--- config.mk ---
export PLATFORM = sky130hd
export DESIGN_NAME = mem_request_dependency_queue_core
export DESIGN_NICKNAME = d
export VERILOG_FILES = /design/src/rtl/mrdq_pkg.sv /design/src/rtl/mrdq_entry_ram.sv /design/src/rtl/mrdq_ctrl.sv /design/src/rtl/mem_request_dependency_queue_core.sv
export SDC_FILE = /design/constraint.sdc
export NUM_CORES = 2
export LEC_CHECK = 0
export ABC_CLOCK_PERIOD_IN_PS = 18600
export BUFFER_PORTS_ARGS = -buffer_cell sky130_fd_sc_hd__buf_2
export CAP_MARGIN = 0
export CORE_ASPECT_RATIO = 1.1
export CORE_MARGIN = 10
export CORE_UTILIZATION = 35
export CTS_BUF_LIST = sky130_fd_sc_hd__clkbuf_2
export CTS_CLUSTER_DIAMETER = 150
export DETAILED_ROUTE_END_ITERATION = 12
export PLACE_DENSITY = 0.56
export SYNTH_ARGS = -nofsm -noshare
export SYNTH_HDL_FRONTEND = slang
export SYNTH_SLANG_ARGS = --single-unit
export TNS_END_PERCENT = 5
--- constraint.sdc ---
create_clock -name clock -period 18.6 [get_ports clock]
set_input_delay 3.72 -clock clock [delete_from_list [all_inputs] [get_ports clock]]
set_output_delay 3.72 -clock clock [all_outputs]
set_load 0.05 [all_outputs]
--- src/rtl/mrdq_pkg.sv ---
`timescale 1ns / 1ps
`default_nettype none
package mrdq_pkg;

   // default sizes
   localparam int DEF_QUEUE_DEPTH = 16;
   localparam int DEF_TAG_BITS    = 8;
   localparam int DEF_ROW_BITS    = 16;

   // opcodes
   localparam logic [2:0] OP_ADD     = 3'd0;
   localparam logic [2:0] OP_EXTRACT = 3'd1;
   localparam logic [2:0] OP_SELECT  = 3'd2;
   localparam logic [2:0] OP_COUNT   = 3'd3;
   localparam logic [2:0] OP_INFO    = 3'd4;

   // error codes
   localparam logic [1:0] ERR_OK    = 2'd0;
   localparam logic [1:0] ERR_RANGE = 2'd1;
   localparam logic [1:0] ERR_FULL  = 2'd2;

   // policy values
   localparam logic POLICY_OLDEST = 1'b0;
   localparam logic POLICY_FIFO   = 1'b1;

   typedef struct packed {
      logic [2:0]  opcode;
      logic [7:0]  tag;
      logic        is_write;
      logic [15:0] row;
      logic [31:0] address;
      logic [8:0]  length;
      logic [63:0] timestamp;
      logic [3:0]  entry_index;
      logic        use_preferred;
   } req_type;

   typedef struct packed {
      logic        found;
      logic [3:0]  result_index;
      logic [7:0]  result_tag;
      logic [63:0] result_timestamp;
      logic        result_ready;
      logic [4:0]  result_count;
      logic [4:0]  occupancy_out;
      logic [1:0]  error_code;
   } rsp_type;

   // half-open byte ranges; an empty range overlaps nothing
   function automatic logic ranges_overlap(input logic [31:0] a0, input logic [8:0] l0,
                                           input logic [31:0] a1, input logic [8:0] l1);
      logic [32:0] end0;
      logic [32:0] end1;
      end0 = {1'b0, a0} + {24'd0, l0};
      end1 = {1'b0, a1} + {24'd0, l1};
      return (l0 != 9'd0) && (l1 != 9'd0) && ({1'b0, a0} < end1) && ({1'b0, a1} < end0);
   endfunction

endpackage
`default_nettype wire

--- src/rtl/mrdq_entry_ram.sv ---
`timescale 1ns / 1ps
`default_nettype none
module mrdq_entry_ram #(
   parameter int DEPTH  = 16,
   parameter int DATA_W = 8
) (
   input  wire logic                     clock,
   input  wire logic                     we,
   input  wire logic [$clog2(DEPTH)-1:0] waddr,
   input  wire logic [DATA_W-1:0]        wdata,
   input  wire logic [$clog2(DEPTH)-1:0] raddr,
   output logic      [DATA_W-1:0]        rdata
);

   logic [DATA_W-1:0] mem [DEPTH];

   // write port
   always_ff @(posedge clock) begin
      if (we) begin
         mem[waddr] <= wdata;
      end
   end

   // registered read port
   always_ff @(posedge clock) begin
      rdata <= mem[raddr];
   end

endmodule
`default_nettype wire

--- src/rtl/mrdq_ctrl.sv ---
`timescale 1ns / 1ps
`default_nettype none
module mrdq_ctrl #(
   parameter int QUEUE_DEPTH = mrdq_pkg::DEF_QUEUE_DEPTH,
   parameter int TAG_BITS    = mrdq_pkg::DEF_TAG_BITS,
   parameter int ROW_BITS    = mrdq_pkg::DEF_ROW_BITS
) (
   input  wire logic              clock,
   input  wire logic              reset,
   input  wire logic              req_valid,
   input  wire mrdq_pkg::req_type req_data,
   output logic                   busy,
   input  wire logic              csr_we,
   input  wire logic              csr_wdata,
   output logic                   done_valid,
   output mrdq_pkg::rsp_type      done_data,
   input  wire logic              done_take
);

   localparam int IDX_W = $clog2(QUEUE_DEPTH);
   localparam int CNT_W = $clog2(QUEUE_DEPTH + 1);

   localparam logic [1:0] S_IDLE = 2'd0;
   localparam logic [1:0] S_PRE  = 2'd1;
   localparam logic [1:0] S_SCAN = 2'd2;
   localparam logic [1:0] S_DONE = 2'd3;

   typedef struct packed {
      logic                wr;
      logic [ROW_BITS-1:0] row;
      logic [31:0]         addr;
      logic [8:0]          len;
      logic [63:0]         ts;
      logic                dep_valid;
      logic [TAG_BITS-1:0] dep_tag;
      logic [TAG_BITS-1:0] tag;
   } entry_type;

   localparam int ENTRY_W = $bits(entry_type);

   logic [1:0]          state_ff, state_in;
   logic [CNT_W-1:0]    occ_ff, occ_in;
   logic                policy_ff;
   mrdq_pkg::req_type   req_ff, req_in;
   logic [IDX_W-1:0]    ptr_ff, ptr_in;
   logic [CNT_W-1:0]    left_ff, left_in;
   logic                pend_ff, pend_in;
   logic [IDX_W-1:0]    pos_ff, pos_in;
   logic                first_ff, first_in;
   logic [IDX_W-1:0]    fpos_ff, fpos_in;
   logic [TAG_BITS-1:0] ftag_ff, ftag_in;
   logic [63:0]         fts_ff, fts_in;
   logic [IDX_W-1:0]    sel_pos_ff, sel_pos_in;
   logic [TAG_BITS-1:0] sel_tag_ff, sel_tag_in;
   logic [63:0]         sel_ts_ff, sel_ts_in;
   logic                sel_ready_ff, sel_ready_in;
   logic [ROW_BITS-1:0] sel_row_ff, sel_row_in;
   logic [CNT_W-1:0]    cnt_ff, cnt_in;
   mrdq_pkg::rsp_type   res_ff, res_in;

   logic                ram_we;
   logic [IDX_W-1:0]    ram_waddr;
   logic [IDX_W-1:0]    ram_raddr;
   logic [ENTRY_W-1:0]  ram_rdata;
   entry_type           wr_entry;
   entry_type           rd_entry;
   logic                acc;
   logic                idx_ok;
   logic                finish;
   logic                hit;
   logic                add_dep;
   logic [TAG_BITS-1:0] add_dep_tag;
   logic [ROW_BITS-1:0] q_row;
   logic [TAG_BITS-1:0] q_tag;
   logic                kind_ok;

   mrdq_entry_ram #(
      .DEPTH  (QUEUE_DEPTH),
      .DATA_W (ENTRY_W)
   ) u_ram (
      .clock (clock),
      .we    (ram_we),
      .waddr (ram_waddr),
      .wdata (wr_entry),
      .raddr (ram_raddr),
      .rdata (ram_rdata)
   );

   assign rd_entry   = entry_type'(ram_rdata);
   assign busy       = (state_ff != S_IDLE);
   assign done_valid = (state_ff == S_DONE);
   assign done_data  = res_ff;
   assign acc        = req_valid && !busy;
   assign idx_ok     = (32'(req_data.entry_index) < 32'(occ_ff));
   assign q_row      = ROW_BITS'(req_ff.row);
   assign q_tag      = TAG_BITS'(req_ff.tag);
   assign kind_ok    = (rd_entry.wr == req_ff.is_write) && !rd_entry.dep_valid;

   // sequence one operation over the entry memory
   always_comb begin
      state_in     = state_ff;
      occ_in       = occ_ff;
      req_in       = req_ff;
      ptr_in       = ptr_ff;
      left_in      = left_ff;
      pend_in      = 1'b0;
      pos_in       = pos_ff;
      first_in     = first_ff;
      fpos_in      = fpos_ff;
      ftag_in      = ftag_ff;
      fts_in       = fts_ff;
      sel_pos_in   = sel_pos_ff;
      sel_tag_in   = sel_tag_ff;
      sel_ts_in    = sel_ts_ff;
      sel_ready_in = sel_ready_ff;
      sel_row_in   = sel_row_ff;
      cnt_in       = cnt_ff;
      res_in       = res_ff;
      ram_we       = 1'b0;
      ram_waddr    = pos_ff;
      ram_raddr    = ptr_ff;
      wr_entry     = rd_entry;
      finish       = 1'b0;
      hit          = 1'b0;
      add_dep      = 1'b0;
      add_dep_tag  = '0;

      case (state_ff)
         S_IDLE: begin
            if (acc) begin
               req_in   = req_data;
               res_in   = '0;
               first_in = 1'b0;
               cnt_in   = '0;
               ptr_in   = '0;
               res_in.occupancy_out = 5'(occ_ff);
               case (req_data.opcode)
                  mrdq_pkg::OP_ADD: begin
                     if (32'(occ_ff) >= QUEUE_DEPTH) begin
                        res_in.error_code = mrdq_pkg::ERR_FULL;
                        state_in = S_DONE;
                     end else begin
                        ptr_in   = IDX_W'(occ_ff - CNT_W'(1));
                        left_in  = occ_ff;
                        state_in = S_SCAN;
                     end
                  end
                  mrdq_pkg::OP_EXTRACT, mrdq_pkg::OP_INFO: begin
                     if (!idx_ok) begin
                        res_in.error_code = mrdq_pkg::ERR_RANGE;
                        state_in = S_DONE;
                     end else begin
                        ram_raddr  = IDX_W'(req_data.entry_index);
                        sel_pos_in = IDX_W'(req_data.entry_index);
                        state_in   = S_PRE;
                     end
                  end
                  mrdq_pkg::OP_SELECT: begin
                     if (policy_ff == mrdq_pkg::POLICY_FIFO) begin
                        left_in = (occ_ff != '0) ? CNT_W'(1) : '0;
                     end else begin
                        left_in = occ_ff;
                     end
                     state_in = S_SCAN;
                  end
                  mrdq_pkg::OP_COUNT: begin
                     left_in  = occ_ff;
                     state_in = S_SCAN;
                  end
                  default: begin
                     state_in = S_DONE;
                  end
               endcase
            end
         end

         S_PRE: begin
            // latch the addressed entry, then sweep the whole queue
            sel_tag_in   = rd_entry.tag;
            sel_ts_in    = rd_entry.ts;
            sel_ready_in = !rd_entry.dep_valid;
            sel_row_in   = rd_entry.row;
            ptr_in       = '0;
            if (req_ff.opcode == mrdq_pkg::OP_EXTRACT) begin
               left_in = occ_ff - CNT_W'(1);
            end else begin
               left_in = occ_ff;
            end
            state_in = S_SCAN;
         end

         S_SCAN: begin
            // issue the next read
            if (left_ff != '0) begin
               pend_in = 1'b1;
               pos_in  = ptr_ff;
               left_in = left_ff - CNT_W'(1);
               if (req_ff.opcode == mrdq_pkg::OP_ADD) begin
                  ptr_in = ptr_ff - IDX_W'(1);
               end else begin
                  ptr_in = ptr_ff + IDX_W'(1);
               end
               if ((req_ff.opcode == mrdq_pkg::OP_EXTRACT) && (ptr_ff >= sel_pos_ff)) begin
                  ram_raddr = ptr_ff + IDX_W'(1);
               end
            end

            // evaluate the returned entry
            if (pend_ff) begin
               case (req_ff.opcode)
                  mrdq_pkg::OP_ADD: begin
                     if (mrdq_pkg::ranges_overlap(req_ff.address, req_ff.length,
                                                  rd_entry.addr, rd_entry.len) &&
                         (req_ff.is_write || rd_entry.wr)) begin
                        add_dep     = 1'b1;
                        add_dep_tag = rd_entry.tag;
                        finish      = 1'b1;
                     end
                  end
                  mrdq_pkg::OP_EXTRACT: begin
                     ram_we    = 1'b1;
                     ram_waddr = pos_ff;
                     if (rd_entry.dep_valid && (rd_entry.dep_tag == sel_tag_ff)) begin
                        wr_entry.dep_valid = 1'b0;
                     end
                  end
                  mrdq_pkg::OP_SELECT: begin
                     if (kind_ok) begin
                        if (!first_ff) begin
                           first_in = 1'b1;
                           fpos_in  = pos_ff;
                           ftag_in  = rd_entry.tag;
                           fts_in   = rd_entry.ts;
                           if (!req_ff.use_preferred) begin
                              hit    = 1'b1;
                              finish = 1'b1;
                           end
                        end
                        if (rd_entry.row == q_row) begin
                           hit    = 1'b1;
                           finish = 1'b1;
                        end
                     end
                  end
                  mrdq_pkg::OP_COUNT: begin
                     if ((rd_entry.row == q_row) && (rd_entry.wr == req_ff.is_write)) begin
                        cnt_in = cnt_ff + CNT_W'(1);
                     end else if (policy_ff == mrdq_pkg::POLICY_FIFO) begin
                        finish = 1'b1;
                     end
                  end
                  default: begin
                     if (rd_entry.row == sel_row_ff) begin
                        cnt_in = cnt_ff + CNT_W'(1);
                     end
                  end
               endcase
            end

            if ((left_ff == '0) && !pend_ff) begin
               finish = 1'b1;
            end

            // close the operation
            if (finish) begin
               pend_in  = 1'b0;
               state_in = S_DONE;
               case (req_ff.opcode)
                  mrdq_pkg::OP_ADD: begin
                     wr_entry.wr        = req_ff.is_write;
                     wr_entry.row       = q_row;
                     wr_entry.addr      = req_ff.address;
                     wr_entry.len       = req_ff.length;
                     wr_entry.ts        = req_ff.timestamp;
                     wr_entry.dep_valid = add_dep;
                     wr_entry.dep_tag   = add_dep_tag;
                     wr_entry.tag       = q_tag;
                     ram_we             = 1'b1;
                     ram_waddr          = IDX_W'(occ_ff);
                     occ_in             = occ_ff + CNT_W'(1);
                     res_in.found       = 1'b1;
                  end
                  mrdq_pkg::OP_EXTRACT: begin
                     occ_in                  = occ_ff - CNT_W'(1);
                     res_in.found            = 1'b1;
                     res_in.result_index     = 4'(sel_pos_ff);
                     res_in.result_tag       = 8'(sel_tag_ff);
                     res_in.result_timestamp = sel_ts_ff;
                     res_in.result_ready     = sel_ready_ff;
                  end
                  mrdq_pkg::OP_SELECT: begin
                     if (hit) begin
                        res_in.found            = 1'b1;
                        res_in.result_index     = 4'(pos_ff);
                        res_in.result_tag       = 8'(rd_entry.tag);
                        res_in.result_timestamp = rd_entry.ts;
                        res_in.result_ready     = 1'b1;
                     end else if (first_ff) begin
                        res_in.found            = 1'b1;
                        res_in.result_index     = 4'(fpos_ff);
                        res_in.result_tag       = 8'(ftag_ff);
                        res_in.result_timestamp = fts_ff;
                        res_in.result_ready     = 1'b1;
                     end
                  end
                  mrdq_pkg::OP_COUNT: begin
                     res_in.found        = 1'b1;
                     res_in.result_count = 5'(cnt_ff);
                  end
                  default: begin
                     res_in.found            = 1'b1;
                     res_in.result_index     = 4'(sel_pos_ff);
                     res_in.result_tag       = 8'(sel_tag_ff);
                     res_in.result_timestamp = sel_ts_ff;
                     res_in.result_ready     = sel_ready_ff;
                     res_in.result_count     = 5'(cnt_ff);
                  end
               endcase
               res_in.occupancy_out = 5'(occ_in);
            end
         end

         S_DONE: begin
            if (done_take) begin
               state_in = S_IDLE;
            end
         end

         default: begin
            state_in = S_IDLE;
         end
      endcase
   end

   // control state
   always_ff @(posedge clock) begin
      if (reset) begin
         state_ff  <= S_IDLE;
         occ_ff    <= '0;
         policy_ff <= mrdq_pkg::POLICY_OLDEST;
         pend_ff   <= 1'b0;
      end else begin
         state_ff <= state_in;
         occ_ff   <= occ_in;
         pend_ff  <= pend_in;
         if (csr_we) begin
            policy_ff <= csr_wdata;
         end
      end
   end

   // operation payload
   always_ff @(posedge clock) begin
      req_ff       <= req_in;
      ptr_ff       <= ptr_in;
      left_ff      <= left_in;
      pos_ff       <= pos_in;
      first_ff     <= first_in;
      fpos_ff      <= fpos_in;
      ftag_ff      <= ftag_in;
      fts_ff       <= fts_in;
      sel_pos_ff   <= sel_pos_in;
      sel_tag_ff   <= sel_tag_in;
      sel_ts_ff    <= sel_ts_in;
      sel_ready_ff <= sel_ready_in;
      sel_row_ff   <= sel_row_in;
      cnt_ff       <= cnt_in;
      res_ff       <= res_in;
   end

`ifndef NO_ASSERTIONS
   a_occ_bound: assert property (@(posedge clock) disable iff (reset)
      32'(occ_ff) <= QUEUE_DEPTH)
      else $error("occupancy beyond queue depth");

   a_write_in_scan: assert property (@(posedge clock) disable iff (reset)
      ram_we |-> (state_ff == S_SCAN))
      else $error("entry memory written outside a scan");

   a_accept_starts: assert property (@(posedge clock) disable iff (reset)
      acc |=> (state_ff != S_IDLE))
      else $error("accepted transfer did not start an operation");

   a_read_in_scan: assert property (@(posedge clock) disable iff (reset)
      pend_ff |-> (state_ff == S_SCAN))
      else $error("entry read returned outside a scan");
`endif

endmodule
`default_nettype wire

--- src/rtl/mem_request_dependency_queue_core.sv ---
`timescale 1ns / 1ps
`default_nettype none
// channel | direction | transfer when         | payload
// req     | in        | req_valid & !req_stall | opcode, tag, is_write, row, address, length,
//         |           |                        | timestamp, entry_index, use_preferred
// rsp     | out       | rsp_valid & !rsp_stall | found, result_index, result_tag,
//         |           |                        | result_timestamp, result_ready, result_count,
//         |           |                        | occupancy_out, error_code
// csr     | in        | csr_we                 | csr_wdata (policy)
//
// One operation at a time. Add, select, count, extract and info scan the queue; add,
// select and count can stop the scan early, and rejected and unused opcodes skip it.
// The entry memory read port scans one entry per cycle.
// Synchronous active-high reset empties the queue and sets policy to oldest-ready-first.
// A finished result waits in the output register while the next transfer is accepted.
module mem_request_dependency_queue_core #(
   parameter int QUEUE_DEPTH = mrdq_pkg::DEF_QUEUE_DEPTH,
   parameter int TAG_BITS    = mrdq_pkg::DEF_TAG_BITS,
   parameter int ROW_BITS    = mrdq_pkg::DEF_ROW_BITS
) (
   input  wire logic        clock,
   input  wire logic        reset,
   input  wire logic        req_valid,
   output logic             req_stall,
   input  wire logic [2:0]  req_opcode,
   input  wire logic [7:0]  req_tag,
   input  wire logic        req_is_write,
   input  wire logic [15:0] req_row,
   input  wire logic [31:0] req_address,
   input  wire logic [8:0]  req_length,
   input  wire logic [63:0] req_timestamp,
   input  wire logic [3:0]  req_entry_index,
   input  wire logic        req_use_preferred,
   output logic             rsp_valid,
   input  wire logic        rsp_stall,
   output logic             rsp_found,
   output logic [3:0]       rsp_result_index,
   output logic [7:0]       rsp_result_tag,
   output logic [63:0]      rsp_result_timestamp,
   output logic             rsp_result_ready,
   output logic [4:0]       rsp_result_count,
   output logic [4:0]       rsp_occupancy_out,
   output logic [1:0]       rsp_error_code,
   input  wire logic        csr_we,
   input  wire logic        csr_wdata
);

   mrdq_pkg::req_type req_data;
   mrdq_pkg::rsp_type done_data;
   mrdq_pkg::rsp_type rsp_data_ff;
   logic              rsp_valid_ff, rsp_valid_in;
   logic              busy;
   logic              done_valid;
   logic              done_take;

   assign req_data.opcode        = req_opcode;
   assign req_data.tag           = req_tag;
   assign req_data.is_write      = req_is_write;
   assign req_data.row           = req_row;
   assign req_data.address       = req_address;
   assign req_data.length        = req_length;
   assign req_data.timestamp     = req_timestamp;
   assign req_data.entry_index   = req_entry_index;
   assign req_data.use_preferred = req_use_preferred;

   mrdq_ctrl #(
      .QUEUE_DEPTH (QUEUE_DEPTH),
      .TAG_BITS    (TAG_BITS),
      .ROW_BITS    (ROW_BITS)
   ) u_ctrl (
      .clock      (clock),
      .reset      (reset),
      .req_valid  (req_valid),
      .req_data   (req_data),
      .busy       (busy),
      .csr_we     (csr_we),
      .csr_wdata  (csr_wdata),
      .done_valid (done_valid),
      .done_data  (done_data),
      .done_take  (done_take)
   );

   assign req_stall = busy;

   // load the output register when it is empty or draining
   assign done_take = done_valid && (!rsp_valid_ff || !rsp_stall);

   always_comb begin
      rsp_valid_in = rsp_valid_ff;
      if (done_take) begin
         rsp_valid_in = 1'b1;
      end else if (!rsp_stall) begin
         rsp_valid_in = 1'b0;
      end
   end

   always_ff @(posedge clock) begin
      if (reset) begin
         rsp_valid_ff <= 1'b0;
      end else begin
         rsp_valid_ff <= rsp_valid_in;
      end
   end

   always_ff @(posedge clock) begin
      if (done_take) begin
         rsp_data_ff <= done_data;
      end
   end

   assign rsp_valid            = rsp_valid_ff;
   assign rsp_found            = rsp_data_ff.found;
   assign rsp_result_index     = rsp_data_ff.result_index;
   assign rsp_result_tag       = rsp_data_ff.result_tag;
   assign rsp_result_timestamp = rsp_data_ff.result_timestamp;
   assign rsp_result_ready     = rsp_data_ff.result_ready;
   assign rsp_result_count     = rsp_data_ff.result_count;
   assign rsp_occupancy_out    = rsp_data_ff.occupancy_out;
   assign rsp_error_code       = rsp_data_ff.error_code;

endmodule
`default_nettype wire

# == After elaboration in Yosys (flattened, before gate mapping) ==
# Memories as Yosys holds them, arrays and structs flattened. A register that Yosys moved wholly into a read port is not among the register bits.
# Index checks and enable logic that the tools add are counted.
# op_classes
reduce_logical,48
bitwise_logic,2
order_cmp,5
n_addsub,8
muxes,86
eq_ne,29
# ops
operator,count
$mux W139,3
$pmux W88 S2,1
$mux W78,2
$pmux W77 S2,1
$mux W90,1
$mux W88,1
$add A32 B9 Y33,2
$lt A32 B33 Y1,2
$mux W4,13
$mux W5,10
$mux W1,35
$eq A16 B16 Y1,2
$pmux W5 S2,3
$pmux W5 S3,2
$reduce_and A5 Y1,4
$reduce_bool A9 Y1,2
$mux W8,2
$ne A2 B1 Y1 const B,7
$eq A3 B2 Y1 const B,4
$pmux W4 S3,1
$reduce_and A4 Y1,3
$logic_and A1 B1 Y1,11
$add A5 B1 Y5 const B,2
$mux W2,5
other kinds (37),59
# totals
mem_bits_rw,2224
in_bits,144
regBits,512
word_cells,221
output_inout_bits,92
mem_count,1
# mem_list
memory,depth,word_bits,read_ports,rd_ports_with_merged_regs,wr,line_no,source
u_ctrl.u_ram.mem,16,139,1,1,1,mrdq_entry_ram.sv:15,logic [DATA_W-1:0] mem [DEPTH];

# == Logic depth before layout (Yosys ltp) ==
# depth
ltp_word,14
depth_mapped,23
mapped_depth_nobuf,21

# == By module ==
# Synthesis repeated with hierarchy kept, for this count alone.
# unflattened
cells_unflattened,5315
area_unflattened_um2,110563.5
# modules_own_cells
module,cells_each,seq_area_each_um2,area_per_inst_um2,n_inst
mrdq_entry_ram,3641,69566.7,86322.8,1
mrdq_ctrl,1580,12552.0,21501.9,1
mem_request_dependency_queue_core,94,2722.6,2738.9,1

# == Worst setup path after synthesis ==
# Ideal clock, no wire load.
# synth_path
path_kind,register to register
start,register u_ctrl.req_ff[70] (netlist bit)
end,memory u_ctrl.u_ram.mem[4][0] (netlist bit) (enable)
slack_ns,-0.869
t_required_ns,17.587
period_less_slack_ns,19.469
n_path_buf,1
stages_incl_launch_ff,22
t_arrival_ns,18.457
setup_ns,1.013
cell_sequence,edfxtp_1 ha_1 a21o_1 a21oi_1 nor2b_1 o21a_1 o41ai_1 o21ai_0 nand4_1 nor3_1 xnor2_1 ha_1 a21o_1 a211oi_2 nand3b_1 or4_1 o211ai_1 o221ai_2 nand2_1 nand3_1 buf_2 o41ai_1
# synth_via
elab_chain_cells,14
elab_cells_between_ends,18
cone_classes,add/sub: 1; order compare: 1; mux: 11; reduce/logical: 5
# synth_lines
element,line_no,source
start: declaration,mrdq_ctrl.sv:44,"mrdq_pkg::req_type req_ff, req_in;"
start signal: assignment,mrdq_ctrl.sv:354,req_ff <= req_in;
branches (longest 3 deep; another with $add A32 B9 Y33),--,
$logic_and A1 B1 Y1 *,mrdq_pkg.sv:56,"return (l0 != 9'd0) && (l1 != 9'd0) && ({1'b0, a0} < end1) && ({1'b0, a1} < end0);"
$logic_and A1 B1 Y1 *,mrdq_ctrl.sv:213,"rd_entry.addr, rd_entry.len) &&"
$mux W1 *,mrdq_ctrl.sv:212,"if (mrdq_pkg::ranges_overlap(req_ff.address, req_ff.length,"
$pmux W1 S3 *,mrdq_ctrl.sv:210,case (req_ff.opcode)
$mux W1 *,mrdq_ctrl.sv:209,if (pend_ff) begin
$mux W1 *,mrdq_ctrl.sv:260,if ((left_ff == '0) && !pend_ff) begin
$mux W1 *,mrdq_ctrl.sv:128,case (state_ff)
$mux W1,mrdq_ctrl.sv:265,if (finish) begin
$mux W1,mrdq_ctrl.sv:128,
$mux W1,mrdq_entry_ram.sv:19,if (we) begin
$mux W1 (implied by the code),mrdq_entry_ram.sv:20,mem[waddr] <= wdata;
end: declaration,mrdq_entry_ram.sv:15,
# Every way passes the cells marked *. The select of a mux whose other input is x is not followed.

# == Worst setup path in the final report ==
# layout_path
start,register u_ctrl.req_ff[70] (netlist bit)
end,memory u_ctrl.u_ram.mem[5][93] (netlist bit) (enable)
# Same word-level chain as after synthesis.

==> results.toml <==
[outcome]
status = "finished clean"

[logic_synthesis]
synth_commonest_cells = "2726 x edfxtp_1, 556 x mux4_2, 279 x a22oi_1"
synth_async_sr_flop_share = 0
ys_seq_elements = 2875
ys_top_cells_by_area = "edfxtp_1 74%, mux4_2 11%, dfxtp_1 2.7%, a22oi_1 1.9%, mux2_1 1.2%"
yosys_warnings = 0
syn_area_sq_um = 110100
synth_nets = 5508
synth_top_area_cell = "edfxtp_1"
yosysMostFrequentCell = "edfxtp_1"
synth_edf_count = 2726
avgSynthCellArea_sq_um = 20.93
yosysSeqAreaShare = 0.7706
netlist_instances = 5261
synthDistinctLibCells = 81
synth_top_area_share = 0.7435
synth_flop_cell = "edfxtp_1"

[finish]
area_growth_pct = 11.76
num-nets-final = 6300
final_area_sq_um = 123000
drive_above_1_share = 0.3136
layout.cells.non_filler = 10760

[clock_tree]
cts_max_level = 6
cts_tree = "built"
cts_setup_buffers = 0
clk_transition_reported_paths_ns = 0.11
cts_buffers = 704
clk_latency_ns = 1.81
clockRootBuffer = "clkbuf_2"
cts_hold_buf = 0
cts_sinks = 2875
cts_resized = 0
clock_path_buffers = 4

[worst_setup_path]
critPathRequiredTime_ns = 19.93
cp.arrival_ns = 10.84
cpMaxStageDelayCell = "buf_4"
path_class = "flop to flop"
endpoint_kind = "flop"
cp_top_family = "compound AO/OA/AOI/OAI gates"
worst_path_most_repeated_cell = "buf_4"
cp_num_buf_inv = 5
worstPathMaxFanout = 45
critical-path-max-stage-delay_ns = 0.88
startpoint_type = "flop"

[route]
drc = 0
first_pass_iters = 5
wl_microns = 288600
via_count = 55960
ant_nets = 0
wl_per_cell_microns = 26.82
drt_iter0_drc = 5110
viasPerCell = 5.199

[sta]
clock.fmax_mhz = 105.2
setup_slack_ns = 9.097
period_needed_ns = 9.503
max_slew.worst_pin.slew_ns = 1.161
drv_slew = 0
finalSetupViolCount = 0
max-slew-margin-rel = 0.2257
hold_violations = 0
fin_tns_setup_ns = 0
min_period_over_period = 0.5109
clock_skew_ns = 0.1796
rsz0062_at_grt = "false"

[hold_path]
hp-class = "flop to flop"

[placement]
gp_congestion = 0.7785
dp_cells = 9470
placed_cell_area_sq_um = 116400
dp_slack_ns = 8.464
io_buffers = 235
dp_hpwl_microns = 148500

[floorplan]
pin_count = 236
coreArea_sq_um = 312600
die_h_microns = 608.2
die-area_sq_um = 337400
rows = 215
initial_utilization = 0.3522
dieWidth_microns = 554.8

[power_and_ir_drop]
leakagePower_nw = 40.46
ir_drop_v = 0.0002310
power_density_nw_per_um2 = 155.7
power_mw = 19.16

[grt]
antenna_found_initial = 31
grt_max_degree = 153
first_global_vias = 59290
overflow = 0
grt_usage = 0.1655
grt_pass1_wl_microns = 416000

[flow_run]
max_cap_violations = 0
metrics by stage:
stage,utilization,hold slack (ns)
after floorplan,-,0.4003
after global placement,0.3722,0.4006
after detailed placement,0.3722,0.4045
after CTS,0.3935,0.3428
after global routing,0.3935,0.3723
final,0.3936,0.3437
final cells by class:
type	instances	area (sq um)
Multi-Input combinational cell	2087	23930
Tap cell	4123	5159
Fill cell	28480	189500
Timing Repair Buffer	338	2237
Clock buffer	1057	5290
Clock inverter	222	1360
Antenna cell	14	35.03
Inverter	47	186.4
Sequential cell	2875	84840
cells in the final DEF, fill, tap and decap left out, drive strengths merged, types with 16 or more instances in the layout:
cell and instances:
a211oi 84, a21o 16, a21oi 49, a22oi 279
buf 338, bufinv 17, clkbuf 1057, clkinv 185
dfxtp 149, edfxtp 2726, ha 101, inv 62
mux2 128, mux2i 81, mux4 556, nand2 224
nand3 50, nand4 19, nor2 153, nor3 23
nor4 17, o21ai 43, xnor2 61, xor2 55
worst register-to-register path: cells and delay by family (launching register included):
family          cells  cell delay (ns)
compound gates     10             2.83
buf+inv             5             2.82
simple gates        7             2.28
fa+ha+maj           2             0.54
flops               1             0.49
xor+xnor            1             0.14
worst paths after layout:
kind / depth (start not counted) / slack [ns] / endpoint / start
worst min-delay path: 0 / 0.34 / rsp_result_timestamp[59] / u_ctrl.done_data[72]
worst max-delay path: 25 / 9.10 / u_ctrl.u_ram.mem[5][93] / u_ctrl.req_ff[70]
worst max register to register: 25 / 9.10 / u_ctrl.u_ram.mem[5][93] / u_ctrl.req_ff[70]
worst min register to register: 0 / 0.34 / rsp_result_timestamp[59] / u_ctrl.done_data[72]
registers in the layout, indices dropped and copies added (netlist names), 8 cells and up:
| register | flops |
|---|---|
| rsp_result_tag | 8 |
| rsp_result_timestamp | 64 |
| u_ctrl.done_data | 90 |
| u_ctrl.ftag_ff | 8 |
| u_ctrl.fts_ff | 64 |
| u_ctrl.q_row | 16 |
| u_ctrl.q_tag | 8 |
| u_ctrl.req_ff | 110 |
| u_ctrl.sel_row_ff | 16 |
| u_ctrl.sel_tag_ff | 8 |
| u_ctrl.sel_ts_ff | 64 |
| u_ctrl.u_ram.mem | 2224 |
| u_ctrl.u_ram.rdata | 139 |
kinds of logic (layout without fill, tap and decap cells):
logic type	Yosys count	in the layout	share of synthesized area
adder cells (fa/ha/maj)	103	103	0.01184
other	0	14	0
AND/OR/NAND/NOR	542	542	0.02187
flip-flops	2875	2875	0.7706
XOR/XNOR	116	116	0.009228
AO/OA/AOI/OAI	561	561	0.03719
multiplexers	765	765	0.1342
buffers and inverters	299	1664	0.01507
report_power, final:
group / leakage (nW) / total, mW / switching, mW / internal, mW
clock network: 5.07 / 4.28 / 2.53 / 1.75
logic: 9.35 / 5.96 / 3.61 / 2.35
registers: 26.0 / 8.92 / 0.455 / 8.47
total: 40.5 / 19.2 / 6.59 / 12.6
per-layer routing:
layer,track usage,vias to the layer above,share of wire
met5,0,-,0.00074
met4,0.04584,32,0.022
met3,0.03594,472,0.064
met2,0.2756,1908,0.49
met1,0.2194,29610,0.42
li1,-,23940,-
Note: power is estimated with default switching activity, not from simulation.
